### src/rtl/mppt_pkg.sv
`default_nettype none

package mppt_pkg;

    localparam int MAX_DEVICES = 8;
    localparam int SLOT_W      = (MAX_DEVICES > 1) ? $clog2(MAX_DEVICES) : 1;

    localparam int ID_W     = 32;
    localparam int DELTA_W  = 16;
    localparam int POS_W    = 12;
    localparam int QIDX_W   = 6;
    localparam int COUNT_W  = 7;
    localparam int CFG_IDX_W = 1;
    localparam int CFG_W    = 12;

    localparam logic [POS_W-1:0] X_LIMIT_RST = 12'd1280;
    localparam logic [POS_W-1:0] Y_LIMIT_RST = 12'd720;

    typedef enum logic
    {
        CMD_MOTION = 1'b0,
        CMD_QUERY  = 1'b1
    } command_t;

    typedef enum logic [CFG_IDX_W-1:0]
    {
        REG_X_LIMIT = 1'b0,
        REG_Y_LIMIT = 1'b1
    } cfg_reg_t;

    // Controller to datapath
    typedef struct packed
    {
        logic capture;
        logic lookup;
        logic commit;
    } dp_cmd_t;

endpackage

`default_nettype wire

### src/rtl/mppt_if.sv
`default_nettype none

interface mppt_in_if;
    logic                                       valid;
    logic                                       ready;
    logic                                       command;
    logic [mppt_pkg::ID_W-1:0]                  device_id;
    logic signed [mppt_pkg::DELTA_W-1:0]        delta_x;
    logic signed [mppt_pkg::DELTA_W-1:0]        delta_y;
    logic [mppt_pkg::QIDX_W-1:0]                query_index;
    logic                                       query_axis;

    modport source (output valid, command, device_id, delta_x, delta_y,
                    query_index, query_axis, input ready);
    modport sink   (input valid, command, device_id, delta_x, delta_y,
                    query_index, query_axis, output ready);
endinterface

interface mppt_out_if;
    logic                               valid;
    logic                               ready;
    logic [mppt_pkg::POS_W-1:0]         coordinate;
    logic [mppt_pkg::POS_W-1:0]         pos_x;
    logic [mppt_pkg::POS_W-1:0]         pos_y;
    logic [mppt_pkg::COUNT_W-1:0]       device_count;
    logic                               dropped;

    modport source (output valid, coordinate, pos_x, pos_y, device_count, dropped,
                    input ready);
    modport sink   (input valid, coordinate, pos_x, pos_y, device_count, dropped,
                    output ready);
endinterface

`default_nettype wire

### src/rtl/multi_pointer_position_table.sv
// Channel  Dir  Payload                                                     Handshake
// in_ch    in   command, device_id, delta_x, delta_y, query_index, query_axis  valid/ready
// out_ch   out  coordinate, pos_x, pos_y, device_count, dropped             valid/ready
// cfg      in   cfg_index (0 x_limit, 1 y_limit), cfg_data                  cfg_we
//
// Each item is handled in order: capture, id match over the 8-entry table, then
// add/clamp with write-back into the output register.
// The output register lets the next item be taken while a result waits;
// execute holds only while that register is still full.
// Reset clears the device count and loads the limits to 1280 and 720; no
// table sweep is needed since only entries below the count are read.
`default_nettype none

module multi_pointer_position_table
(
    input  wire logic                               clk,
    input  wire logic                               rst_n,
    mppt_in_if.sink                                 in_ch,
    mppt_out_if.source                              out_ch,
    input  wire logic                               cfg_we,
    input  wire logic [mppt_pkg::CFG_IDX_W-1:0]     cfg_index,
    input  wire logic [mppt_pkg::CFG_W-1:0]         cfg_data
);

    mppt_pkg::dp_cmd_t cmd;

    mppt_ctrl u_ctrl
    (
        .clk       (clk),
        .rst_n     (rst_n),
        .in_valid  (in_ch.valid),
        .in_ready  (in_ch.ready),
        .out_valid (out_ch.valid),
        .out_ready (out_ch.ready),
        .cmd       (cmd)
    );

    mppt_dp u_dp
    (
        .clk            (clk),
        .rst_n          (rst_n),
        .cmd            (cmd),
        .cfg_we         (cfg_we),
        .cfg_index      (cfg_index),
        .cfg_data       (cfg_data),
        .in_command     (in_ch.command),
        .in_device_id   (in_ch.device_id),
        .in_delta_x     (in_ch.delta_x),
        .in_delta_y     (in_ch.delta_y),
        .in_query_index (in_ch.query_index),
        .in_query_axis  (in_ch.query_axis),
        .coordinate     (out_ch.coordinate),
        .pos_x          (out_ch.pos_x),
        .pos_y          (out_ch.pos_y),
        .device_count   (out_ch.device_count),
        .dropped        (out_ch.dropped)
    );

endmodule

`default_nettype wire

### src/rtl/mppt_ctrl.sv
`default_nettype none

module mppt_ctrl
(
    input  wire logic               clk,
    input  wire logic               rst_n,
    input  wire logic               in_valid,
    output logic                    in_ready,
    output logic                    out_valid,
    input  wire logic               out_ready,
    output mppt_pkg::dp_cmd_t       cmd
);

    typedef enum logic [1:0]
    {
        S_IDLE,
        S_LOOK,
        S_EXEC
    } state_t;

    state_t state_reg, state_next;
    logic   out_valid_reg, out_valid_next;
    logic   slot_free;

    assign slot_free = !out_valid_reg || out_ready;

    always_comb
    begin
        state_next     = state_reg;
        out_valid_next = out_valid_reg && !out_ready;
        cmd            = '0;
        unique case (state_reg)
            S_IDLE:
            begin
                if (in_valid)
                begin
                    cmd.capture = 1'b1;
                    state_next  = S_LOOK;
                end
            end
            S_LOOK:
            begin
                cmd.lookup = 1'b1;
                state_next = S_EXEC;
            end
            S_EXEC:
            begin
                // hold until the output register can take the beat
                if (slot_free)
                begin
                    cmd.commit     = 1'b1;
                    out_valid_next = 1'b1;
                    state_next     = S_IDLE;
                end
            end
            default:
            begin
                state_next = S_IDLE;
            end
        endcase
    end

    always_ff @(posedge clk or negedge rst_n)
    begin
        if (!rst_n)
        begin
            state_reg     <= S_IDLE;
            out_valid_reg <= 1'b0;
        end
        else
        begin
            state_reg     <= state_next;
            out_valid_reg <= out_valid_next;
        end
    end

    assign in_ready  = (state_reg == S_IDLE);
    assign out_valid = out_valid_reg;

    a_commit_slot_free: assert property (@(posedge clk) disable iff (!rst_n)
        cmd.commit |-> (!out_valid_reg || out_ready))
        else $error("commit while output beat still pending");

    a_look_then_exec: assert property (@(posedge clk) disable iff (!rst_n)
        state_reg == S_LOOK |=> state_reg == S_EXEC)
        else $error("lookup not followed by execute");

    a_commit_sets_valid: assert property (@(posedge clk) disable iff (!rst_n)
        cmd.commit |=> out_valid_reg && state_reg == S_IDLE)
        else $error("commit did not present a result");

endmodule

`default_nettype wire

### src/rtl/mppt_dp.sv
`default_nettype none

module mppt_dp
(
    input  wire logic                               clk,
    input  wire logic                               rst_n,
    input  wire mppt_pkg::dp_cmd_t                  cmd,
    input  wire logic                               cfg_we,
    input  wire logic [mppt_pkg::CFG_IDX_W-1:0]     cfg_index,
    input  wire logic [mppt_pkg::CFG_W-1:0]         cfg_data,
    input  wire logic                               in_command,
    input  wire logic [mppt_pkg::ID_W-1:0]          in_device_id,
    input  wire logic signed [mppt_pkg::DELTA_W-1:0] in_delta_x,
    input  wire logic signed [mppt_pkg::DELTA_W-1:0] in_delta_y,
    input  wire logic [mppt_pkg::QIDX_W-1:0]        in_query_index,
    input  wire logic                               in_query_axis,
    output logic [mppt_pkg::POS_W-1:0]              coordinate,
    output logic [mppt_pkg::POS_W-1:0]              pos_x,
    output logic [mppt_pkg::POS_W-1:0]              pos_y,
    output logic [mppt_pkg::COUNT_W-1:0]            device_count,
    output logic                                    dropped
);

    localparam int SUM_W = mppt_pkg::DELTA_W + 2;

    function automatic logic [mppt_pkg::POS_W-1:0] clamp_axis
    (
        input logic [mppt_pkg::POS_W-1:0]         pos,
        input logic signed [mppt_pkg::DELTA_W-1:0] delta,
        input logic [mppt_pkg::POS_W-1:0]         limit
    );
        logic signed [SUM_W-1:0] sum;
        logic signed [SUM_W-1:0] lim_ext;
        logic [mppt_pkg::POS_W-1:0] res;
        sum     = $signed({{(SUM_W-mppt_pkg::POS_W){1'b0}}, pos})
                + $signed({{(SUM_W-mppt_pkg::DELTA_W){delta[mppt_pkg::DELTA_W-1]}}, delta});
        lim_ext = $signed({{(SUM_W-mppt_pkg::POS_W){1'b0}}, limit});
        if (sum <= 0)
            res = '0;
        else if (sum >= lim_ext)
            res = limit;
        else
            res = sum[mppt_pkg::POS_W-1:0];
        return res;
    endfunction

    // configuration
    logic [mppt_pkg::POS_W-1:0] x_limit_reg;
    logic [mppt_pkg::POS_W-1:0] y_limit_reg;

    always_ff @(posedge clk or negedge rst_n)
    begin
        if (!rst_n)
        begin
            x_limit_reg <= mppt_pkg::X_LIMIT_RST;
            y_limit_reg <= mppt_pkg::Y_LIMIT_RST;
        end
        else if (cfg_we)
        begin
            unique case (mppt_pkg::cfg_reg_t'(cfg_index))
                mppt_pkg::REG_X_LIMIT: x_limit_reg <= cfg_data;
                mppt_pkg::REG_Y_LIMIT: y_limit_reg <= cfg_data;
                default: ;
            endcase
        end
    end

    // captured input beat
    logic                                   cmd_reg;
    logic [mppt_pkg::ID_W-1:0]              id_reg;
    logic signed [mppt_pkg::DELTA_W-1:0]    dx_reg;
    logic signed [mppt_pkg::DELTA_W-1:0]    dy_reg;
    logic [mppt_pkg::QIDX_W-1:0]            qidx_reg;
    logic                                   qaxis_reg;

    always_ff @(posedge clk)
    begin
        if (cmd.capture)
        begin
            cmd_reg   <= in_command;
            id_reg    <= in_device_id;
            dx_reg    <= in_delta_x;
            dy_reg    <= in_delta_y;
            qidx_reg  <= in_query_index;
            qaxis_reg <= in_query_axis;
        end
    end

    // table
    logic [mppt_pkg::ID_W-1:0]  ids_reg [mppt_pkg::MAX_DEVICES];
    logic [mppt_pkg::POS_W-1:0] ex_reg  [mppt_pkg::MAX_DEVICES];
    logic [mppt_pkg::POS_W-1:0] ey_reg  [mppt_pkg::MAX_DEVICES];
    logic [mppt_pkg::COUNT_W-1:0] used_reg, used_next;

    // lookup stage: parallel id match
    logic [mppt_pkg::MAX_DEVICES-1:0] match;
    logic                             hit;
    logic [mppt_pkg::SLOT_W-1:0]      hit_slot;
    logic                             room;
    logic [mppt_pkg::SLOT_W-1:0]      slot_reg, slot_next;
    logic                             ok_reg, ok_next;
    logic                             new_reg, new_next;

    always_comb
    begin
        for (int i = 0; i < mppt_pkg::MAX_DEVICES; i++)
        begin
            match[i] = (mppt_pkg::COUNT_W'(i) < used_reg) && (ids_reg[i] == id_reg);
        end
        hit      = |match;
        hit_slot = '0;
        for (int i = mppt_pkg::MAX_DEVICES - 1; i >= 0; i--)
        begin
            if (match[i])
                hit_slot = mppt_pkg::SLOT_W'(i);
        end
        room = used_reg < mppt_pkg::COUNT_W'(mppt_pkg::MAX_DEVICES);

        if (mppt_pkg::command_t'(cmd_reg) == mppt_pkg::CMD_MOTION)
        begin
            slot_next = hit ? hit_slot : used_reg[mppt_pkg::SLOT_W-1:0];
            ok_next   = hit || room;
            new_next  = !hit && room;
        end
        else
        begin
            slot_next = qidx_reg[mppt_pkg::SLOT_W-1:0];
            ok_next   = {{(mppt_pkg::COUNT_W-mppt_pkg::QIDX_W){1'b0}}, qidx_reg} < used_reg;
            new_next  = 1'b0;
        end
    end

    always_ff @(posedge clk)
    begin
        if (cmd.lookup)
        begin
            slot_reg <= slot_next;
            ok_reg   <= ok_next;
            new_reg  <= new_next;
        end
    end

    // execute stage: read the slot; add and clamp for motion, pass the entry through for query
    logic                       is_motion;
    logic [mppt_pkg::POS_W-1:0] rd_x, rd_y;
    logic [mppt_pkg::POS_W-1:0] base_x, base_y;
    logic [mppt_pkg::POS_W-1:0] new_x, new_y;
    logic [mppt_pkg::POS_W-1:0] res_x, res_y, res_coord;

    always_comb
    begin
        is_motion = (mppt_pkg::command_t'(cmd_reg) == mppt_pkg::CMD_MOTION);
        rd_x      = ex_reg[slot_reg];
        rd_y      = ey_reg[slot_reg];
        base_x    = new_reg ? '0 : rd_x;
        base_y    = new_reg ? '0 : rd_y;
        new_x     = clamp_axis(base_x, dx_reg, x_limit_reg);
        new_y     = clamp_axis(base_y, dy_reg, y_limit_reg);
        used_next = used_reg + mppt_pkg::COUNT_W'(new_reg);
        res_x     = '0;
        res_y     = '0;
        res_coord = '0;
        if (ok_reg)
        begin
            if (is_motion)
            begin
                res_x     = new_x;
                res_y     = new_y;
                res_coord = new_x;
            end
            else
            begin
                res_x     = rd_x;
                res_y     = rd_y;
                res_coord = qaxis_reg ? rd_x : rd_y;
            end
        end
    end

    always_ff @(posedge clk)
    begin
        if (cmd.commit && is_motion && ok_reg)
        begin
            ex_reg[slot_reg] <= new_x;
            ey_reg[slot_reg] <= new_y;
            if (new_reg)
                ids_reg[slot_reg] <= id_reg;
        end
    end

    always_ff @(posedge clk or negedge rst_n)
    begin
        if (!rst_n)
            used_reg <= '0;
        else if (cmd.commit)
            used_reg <= used_next;
    end

    // output beat
    logic [mppt_pkg::POS_W-1:0]   coord_reg, px_reg, py_reg;
    logic [mppt_pkg::COUNT_W-1:0] count_reg;
    logic                         drop_reg;

    always_ff @(posedge clk)
    begin
        if (cmd.commit)
        begin
            coord_reg <= res_coord;
            px_reg    <= res_x;
            py_reg    <= res_y;
            count_reg <= used_next;
            drop_reg  <= is_motion && !ok_reg;
        end
    end

    assign coordinate   = coord_reg;
    assign pos_x        = px_reg;
    assign pos_y        = py_reg;
    assign device_count = count_reg;
    assign dropped      = drop_reg;

    a_used_bounded: assert property (@(posedge clk) disable iff (!rst_n)
        used_reg <= mppt_pkg::COUNT_W'(mppt_pkg::MAX_DEVICES))
        else $error("device count beyond table size");

    a_used_step: assert property (@(posedge clk) disable iff (!rst_n)
        used_reg != $past(used_reg) |-> $past(cmd.commit)
            && used_reg == $past(used_reg) + mppt_pkg::COUNT_W'(1))
        else $error("device count changed outside an allocating commit");

    a_alloc_has_room: assert property (@(posedge clk) disable iff (!rst_n)
        cmd.commit && new_reg |-> used_reg < mppt_pkg::COUNT_W'(mppt_pkg::MAX_DEVICES))
        else $error("allocation into a full table");

endmodule

`default_nettype wire
### src/flat_wrapper.sv
// flat-port wrapper written by rule: the top's interface ports become plain ports
module multi_pointer_position_table_flat 
  (clk, rst_n, cfg_we, cfg_index, cfg_data, in_ch_valid, in_ch_command, in_ch_device_id, in_ch_delta_x, in_ch_delta_y, in_ch_query_index, in_ch_query_axis, in_ch_ready, out_ch_valid, out_ch_coordinate, out_ch_pos_x, out_ch_pos_y, out_ch_device_count, out_ch_dropped, out_ch_ready);
  mppt_in_if in_ch_i ();
  mppt_out_if out_ch_i ();
  input  wire logic clk;
  input  wire logic rst_n;
  input  wire logic cfg_we;
  input  wire logic [mppt_pkg::CFG_IDX_W-1:0] cfg_index;
  input  wire logic [mppt_pkg::CFG_W-1:0] cfg_data;
  input wire logic [$bits(in_ch_i.valid)-1:0] in_ch_valid;
  input wire logic [$bits(in_ch_i.command)-1:0] in_ch_command;
  input wire logic [$bits(in_ch_i.device_id)-1:0] in_ch_device_id;
  input wire logic [$bits(in_ch_i.delta_x)-1:0] in_ch_delta_x;
  input wire logic [$bits(in_ch_i.delta_y)-1:0] in_ch_delta_y;
  input wire logic [$bits(in_ch_i.query_index)-1:0] in_ch_query_index;
  input wire logic [$bits(in_ch_i.query_axis)-1:0] in_ch_query_axis;
  output wire logic [$bits(in_ch_i.ready)-1:0] in_ch_ready;
  output wire logic [$bits(out_ch_i.valid)-1:0] out_ch_valid;
  output wire logic [$bits(out_ch_i.coordinate)-1:0] out_ch_coordinate;
  output wire logic [$bits(out_ch_i.pos_x)-1:0] out_ch_pos_x;
  output wire logic [$bits(out_ch_i.pos_y)-1:0] out_ch_pos_y;
  output wire logic [$bits(out_ch_i.device_count)-1:0] out_ch_device_count;
  output wire logic [$bits(out_ch_i.dropped)-1:0] out_ch_dropped;
  input wire logic [$bits(out_ch_i.ready)-1:0] out_ch_ready;
  assign in_ch_i.valid = in_ch_valid;
  assign in_ch_i.command = in_ch_command;
  assign in_ch_i.device_id = in_ch_device_id;
  assign in_ch_i.delta_x = in_ch_delta_x;
  assign in_ch_i.delta_y = in_ch_delta_y;
  assign in_ch_i.query_index = in_ch_query_index;
  assign in_ch_i.query_axis = in_ch_query_axis;
  assign in_ch_ready = in_ch_i.ready;
  assign out_ch_valid = out_ch_i.valid;
  assign out_ch_coordinate = out_ch_i.coordinate;
  assign out_ch_pos_x = out_ch_i.pos_x;
  assign out_ch_pos_y = out_ch_i.pos_y;
  assign out_ch_device_count = out_ch_i.device_count;
  assign out_ch_dropped = out_ch_i.dropped;
  assign out_ch_i.ready = out_ch_ready;
  multi_pointer_position_table u_core (.clk(clk), .rst_n(rst_n), .in_ch(in_ch_i), .out_ch(out_ch_i), .cfg_we(cfg_we), .cfg_index(cfg_index), .cfg_data(cfg_data));
endmodule
### config.mk
export PLATFORM = sky130hd
export DESIGN_NAME = multi_pointer_position_table_flat
export DESIGN_NICKNAME = d
export VERILOG_FILES = /design/src/rtl/mppt_pkg.sv /design/src/rtl/mppt_if.sv /design/src/rtl/multi_pointer_position_table.sv /design/src/rtl/mppt_ctrl.sv /design/src/rtl/mppt_dp.sv /design/src/flat_wrapper.sv
export SDC_FILE = /design/constraint.sdc
export NUM_CORES = 1
export LEC_CHECK = 0
export ABC_CLOCK_PERIOD_IN_PS = 5600
export BUFFER_PORTS_ARGS = -buffer_cell sky130_fd_sc_hd__buf_2
export CORE_MARGIN = 2
export CORE_UTILIZATION = 45
export CTS_BUF_LIST = sky130_fd_sc_hd__clkbuf_4
export DETAILED_ROUTE_END_ITERATION = 10
export PLACE_DENSITY_LB_ADDON = 0.2
export SETUP_SLACK_MARGIN = 0.1
export SKIP_LAST_GASP = 1
export SYNTH_ARGS = -nofsm -noshare
export SYNTH_HDL_FRONTEND = slang
export SYNTH_SLANG_ARGS = --single-unit
### constraint.sdc
create_clock -name clk -period 5.6 [get_ports clk]
set_input_delay 1.12 -clock clk [delete_from_list [all_inputs] [get_ports clk]]
set_output_delay 1.12 -clock clk [all_outputs]
set_load 0.01 [all_outputs]
Word-level counts from Yosys, hierarchy flattened
Memories as Yosys holds them, arrays and structs flattened. A register that Yosys moved wholly into a read port is not among the register bits. Index checks and enable logic that the tools add are counted. Widths: inputs -> output; s select.

Bits in writable memories: 448. Memories kept: 3. Bits in registers: 155. Output and inout bits: 46. Word-level logic and storage cells: 115. Input port bits: 90.

Memory list: u_core.u_dp.ids_reg (depth 8, bits a word 32, read ports 8, clocked after memory_dff 0, wr ports 1, line mppt_dp.sv:90) `logic [mppt_pkg::ID_W-1:0] ids_reg [mppt_pkg::MAX_DEVICES];`; u_core.u_dp.ex_reg (depth 8, bits a word 12, read ports 1, clocked after memory_dff 1, wr ports 1, line mppt_dp.sv:91) `logic [mppt_pkg::POS_W-1:0] ex_reg [mppt_pkg::MAX_DEVICES];`; u_core.u_dp.ey_reg (depth 8, bits a word 12, read ports 1, clocked after memory_dff 1, wr ports 1, line mppt_dp.sv:92) `logic [mppt_pkg::POS_W-1:0] ey_reg [mppt_pkg::MAX_DEVICES];`.

Bitwise operators: 2. Multiplexer cells: 38. Add/subtract/negate cells: 3. $lt $le $gt $ge: 14. Reduce and logical (&&, ||, !) cells: 24. Equality and inequality tests: 12.

Operators with widths (number): $eq 32x32->1 (8); $mux 12 (10); $mux 3 (12); $add 13x16->17 (2); $ge 17x13->1 (2); $le 17x1->1 const B (2); $lt 3x7->1 const A (4); $lt 1x7->1 const A (2); $lt 2x7->1 const A (2); $logic_and 1x1->1 (13); $mux 1 (13); $reduce_or 8->1 (1); $add 7x1->7 (1); $lt 6x7->1 (1); $lt 7x4->1 const B (1); $pmux 2 s3 (1); $reduce_and 2->1 (3); $logic_not 1->1 (4); $mux 2 (2); $ne 2x2->1 const B (2); $eq 2x1->1 const B (1); $eq 2x2->1 const B (1); $logic_not 2->1 (1); $logic_or 1x1->1 (2); $not 1->1 (2).

Longest topological paths before layout
Depth after elaboration: 13. Mapped depth: 24. Gate-level depth less buffers: 21.

Hierarchy
A second synthesis with hierarchy kept.

Cell total of the unflattened synthesis: 1691. Area total of the unflattened synthesis: 26545.5 um^2.

Modules (own cells, without submodules): mppt_dp (times used 1, area an instance 26412.8 um^2, sequential area each 17929.7 um^2, cells each 1679); mppt_ctrl (times used 1, area an instance 132.6 um^2, sequential area each 75.1 um^2, cells each 12).

Worst setup path after synthesis
No wires, ideal clock.

Path kind: reg2reg. Start point: register with a tool-made name. End point: memory u_core.u_dp.ex_reg[0][8] in the netlist's numbering, data pin. Stages on the path, launching flop included: 23. Data required time: 5.433 ns. Path buffers: 3. Clock period less this slack: 5.985 ns. Slack: -0.385 ns. Arrival: 5.818 ns. Setup time: 0.167 ns. Cells stage by stage: dfxtp_1 buf_1 buf_1 mux4_2 mux2i_1 nor2_1 ha_1 fa_1 a21o_1 nand4_1 nand3_1 a31oi_1 xnor2_1 ha_1 nand2_1 o21ai_0 a2111oi_0 nor2_1 a211oi_1 nand2_1 nor3b_2 clkbuf_1 a22o_1.

RTL lines (line): to (decl) (mppt_dp.sv:91).

==> metrics list <==
- After the first detailed-routing iteration, the DRC count stood at 1281.
- In this run, synthesis produced a sequential element count of ~600.
- Yosys synthesis warning count: 0
* Detailed Routing Iterations Pass 1: 5
- Result of the run: finished clean
- Setup slack on the critical path of the routed design comes to a little over 0.3 ns.
* Fraction of the yosys area taken by sequential cells: approximately 67%
- Entering global routing, the biggest net connects 50 pins.
* CP arrival: roughly 6 ns
* Peak supply drop: 0.265 mV
- Setup-violating endpoint count in the final report: 0
- In this run the tool buffered the top-level ports with ~140 buffer cells.
- CP endpoint: u_core.u_dp.ex_reg[6][6]
- In this run the power density over the cells is 430 nW/um^2.
- The detailed router placed approximately 17k vias in this run.
* Library cells used by synthesis: 67
- TritonCTS created 163 clock buffers.
- Global-route wire length before repair: between 100000 and 150000 um
- Counting flops with an async set or reset pin after synthesis yields a share of around 5.6%.
- For this run, the post-layout net count is roughly 2.3k.
* Slowest cell on crit path: mux4_2
- Leaving out fill and tap cells, the most frequent cell in the layout is edfxtp_1.
* H-tree levels: 4
- Across every metal layer, demand over resource in global routing totals between 20% and 30%.
- For the pin with the worst max-slew slack, the measured transition is between 1 and 1.5 ns.
- Initial core utilization: 45.5%
- In the routed layout, each cell is associated on average with a via count of approximately 5.6.
* Number of hold violations in the final report: 0
* Clock period minus final worst setup slack: 5.30 ns
- Setup repair after global routing could not meet its margin everywhere.
* Portion of the clock cycle consumed by the worst path in the final layout: 94.6%
- Netlist area before placement: 26800 um^2
- The via count of the first global-routing pass is between 15k and 20k.
- ANT nets after route: 0
* Antenna violations before repair: 3
- Placement Setup Slack: -0.00252 ns
- Traced cell by cell, the critical path runs through buf_4 -> mux4_2 -> mux2i_2 -> nor2_1 -> ha_1 -> fa_1 -> a21o_1 -> nand4_1 -> nand3_2 -> a31oi_1 -> xnor2_1 -> ha_1 -> nand2_1 -> o21ai_0 -> a2111oi_1 -> nor2_1 -> a211oi_2 -> nor2_1 -> a22o_2 -> buf_4 -> a22o_1.
- Die height: 248 um
- Clock latency of the later-clocked register in the worst-skew pair: just over 1 ns
- For flop-to-flop paths, the worst setup slack is 0.30 ns.
* Total I/O pin count: 136
* Remaining Overflow, GRT: 0
* Num rows: 89
- The largest single stage delay on the critical path is between 0.5 and 0.6 ns.
* Placed wire-length estimate: about 48000 um
- Overall power consumption after layout is estimated at 0.0135 W.
- Clock tree skew after final layout: about 0.066 ns
- The number of max-slew violations in the final report is 0.
* Top library cells by usage in the layout, fill and taps aside: 569 x edfxtp_1, 247 x clkbuf_4, 192 x xnor2_1
- For this design the static power due to leakage is about 11 nW.
- Width of the chip: ~250 um
* Kind of launch point of the worst setup path: register
- Measured in cells, the most critical reg-to-reg path has a length of 21.
- Endpoint of the worst-slack reg-to-reg timing path: u_core.u_dp.ex_reg[6][6]
- In this run the clock root is driven by a clkbuf_4.
- Number of flops mapped to enable cells by yosys: between 500 and 600
- Clock tree sinks: 606
- Cell total after placement: about 2.7k
* Crit. path cell count: 21
- CTS tree: done
* Critical path capture point type: register
- The routed design has a little over 70000 um of wire.
- The post-route netlist has 29.2% of its cells at a drive strength greater than 1.
- From synthesis to final layout, the design area changed by 17.1%.
- Maximum number of buffers from clock root to sink: 3
- Largest register FFs: 256
- # Max-Cap Violations: 0
- Kind of path behind the tightest hold check: primary input to asynchronous set/reset pin
- In this design, the largest share of critical-path delay is due to compound AO/OA/AOI/OAI gates.
- The core region is just under 60000 um^2.
- CP dominant cell by count: nor2_1
- RePlAce Congestion: approximately 0.90
- Prevailing post-synth register cell: edfxtp_1
* Net count of the mapped netlist: 1920
* Number of remaining DRC errors: 0
* Die outline area: approximately 60000 um^2
- The number of hold buffers added after CTS was 0.
- Required time reported for the critical path endpoint: ~6.3 ns
- Per-cell routed wire length: ~24 um
* Fmax: about 0.19 GHz
- A synthesized cell averages around 15 um^2.
- Number of cells produced by synthesis: ~1.8k
- The critical path is of the register to register type.
- Core utilization of the finished layout: a little over half
- Along the worst path, the maximum fanout reaches 15.
- After clock tree synthesis, the clock-pin slew on the worst setup and hold paths is around 0.07 ns.
* Relative slew slack: between 20 and 30%
- Excluding fillers, the count of instances in the completed layout stands at 3017.
- The critical path contains buffers and inverters numbering 2 combined.
## synthesized netlist by cell type (all sizes together), types with 11 or more instances
cell,number,area share (%)
a211oi,12,0.34
a21oi,32,0.61
a22o,22,0.72
buf,11,0.19
clkbuf,61,0.85
dfrtp,28,2.6
edfxtp,569,64
ha,55,2.6
inv,46,0.64
mux2,27,1.1
mux2i,25,0.93
mux4,48,4.0
nand2,79,1.1
nand3,40,0.75
nand4,89,2.1
nor2,75,1.0
nor3,22,0.41
nor4,46,1.1
o211a,14,0.52
o211ai,20,0.56
o21ai,43,0.80
xnor2,194,6.3
xor2,90,2.9
## worst min-delay path by stage
stage               depth (start not counted)                     endpoint  slack [ns]                        start
floorplan                                   2  u_core.u_dp.x_limit_reg[10]        0.49  u_core.u_dp.x_limit_reg[10]
global placement                            2      u_core.u_ctrl.out_valid        0.50      u_core.u_ctrl.out_valid
detailed placement                          2      u_core.u_ctrl.out_valid        0.51      u_core.u_ctrl.out_valid
CTS                                         1      u_core.u_dp.used_reg[1]        0.13                        rst_n
global route                                1   u_core.u_dp.y_limit_reg[1]        0.19                        rst_n
finish                                      1      u_core.u_dp.used_reg[1]        0.20                        rst_n
## layout make-up
| cell class | instances | area [um^2] |
|---|---|---|
| antenna | 5 | 12.5 |
| clock buffer | 247 | 1850 |
| clock inverter | 47 | 265 |
| fill | 5028 | 27600 |
| inverter | 47 | 176 |
| multi-input combinational | 1048 | 8610 |
| sequential | 606 | 18000 |
| tap | 773 | 967 |
| timing repair buffer | 244 | 1550 |
## report_power, final
part	switching [W]	leakage, nW	internal, W
combinational	0.00225	4.26	0.00156
clock	0.00186	1.25	0.00211
sequential	0.000289	5.63	0.00545
## cell families after synthesis
family	after synthesis	share of synthesized area (%)
adder cells (fa/ha/maj)	57	2.71
XOR/XNOR	284	9.27
multiplexers	100	6.09
AO/OA/AOI/OAI	204	5.30
flip-flops	606	67.1
buffers and inverters	119	1.70
AND/OR/NAND/NOR	403	7.86
## metal layers
| metal | share of wire (%) | wire length (um) | global-route usage, % |
|---|---|---|---|
| met5 | 0 | 0 | 0 |
| met2 | 50 | 35900 | 39.4 |
| met3 | 5.9 | 4290 | 4.56 |
| met1 | 40 | 29000 | 29.2 |
| met4 | 4.3 | 3090 | 12.1 |
## per-stage QoR
step	cell area, um^2	TNS, ns	hold WS (ns)
floorplan	26800	0	0.489
global placement	29100	-0.220	0.498
detailed placement	29100	-0.00252	0.510
CTS	31200	0	0.131
global route	31400	0	0.191
finish	31400	0	0.201
## what timing repair did
action | CTS | global route
buffers inserted | 1 | 9
pin swaps | 1 | 5
gates resized for setup | 5 | 39
endpoints found under the setup margin | 52 | 227
gates cloned | 0 | 1
(Power assumes the default switching activity.)
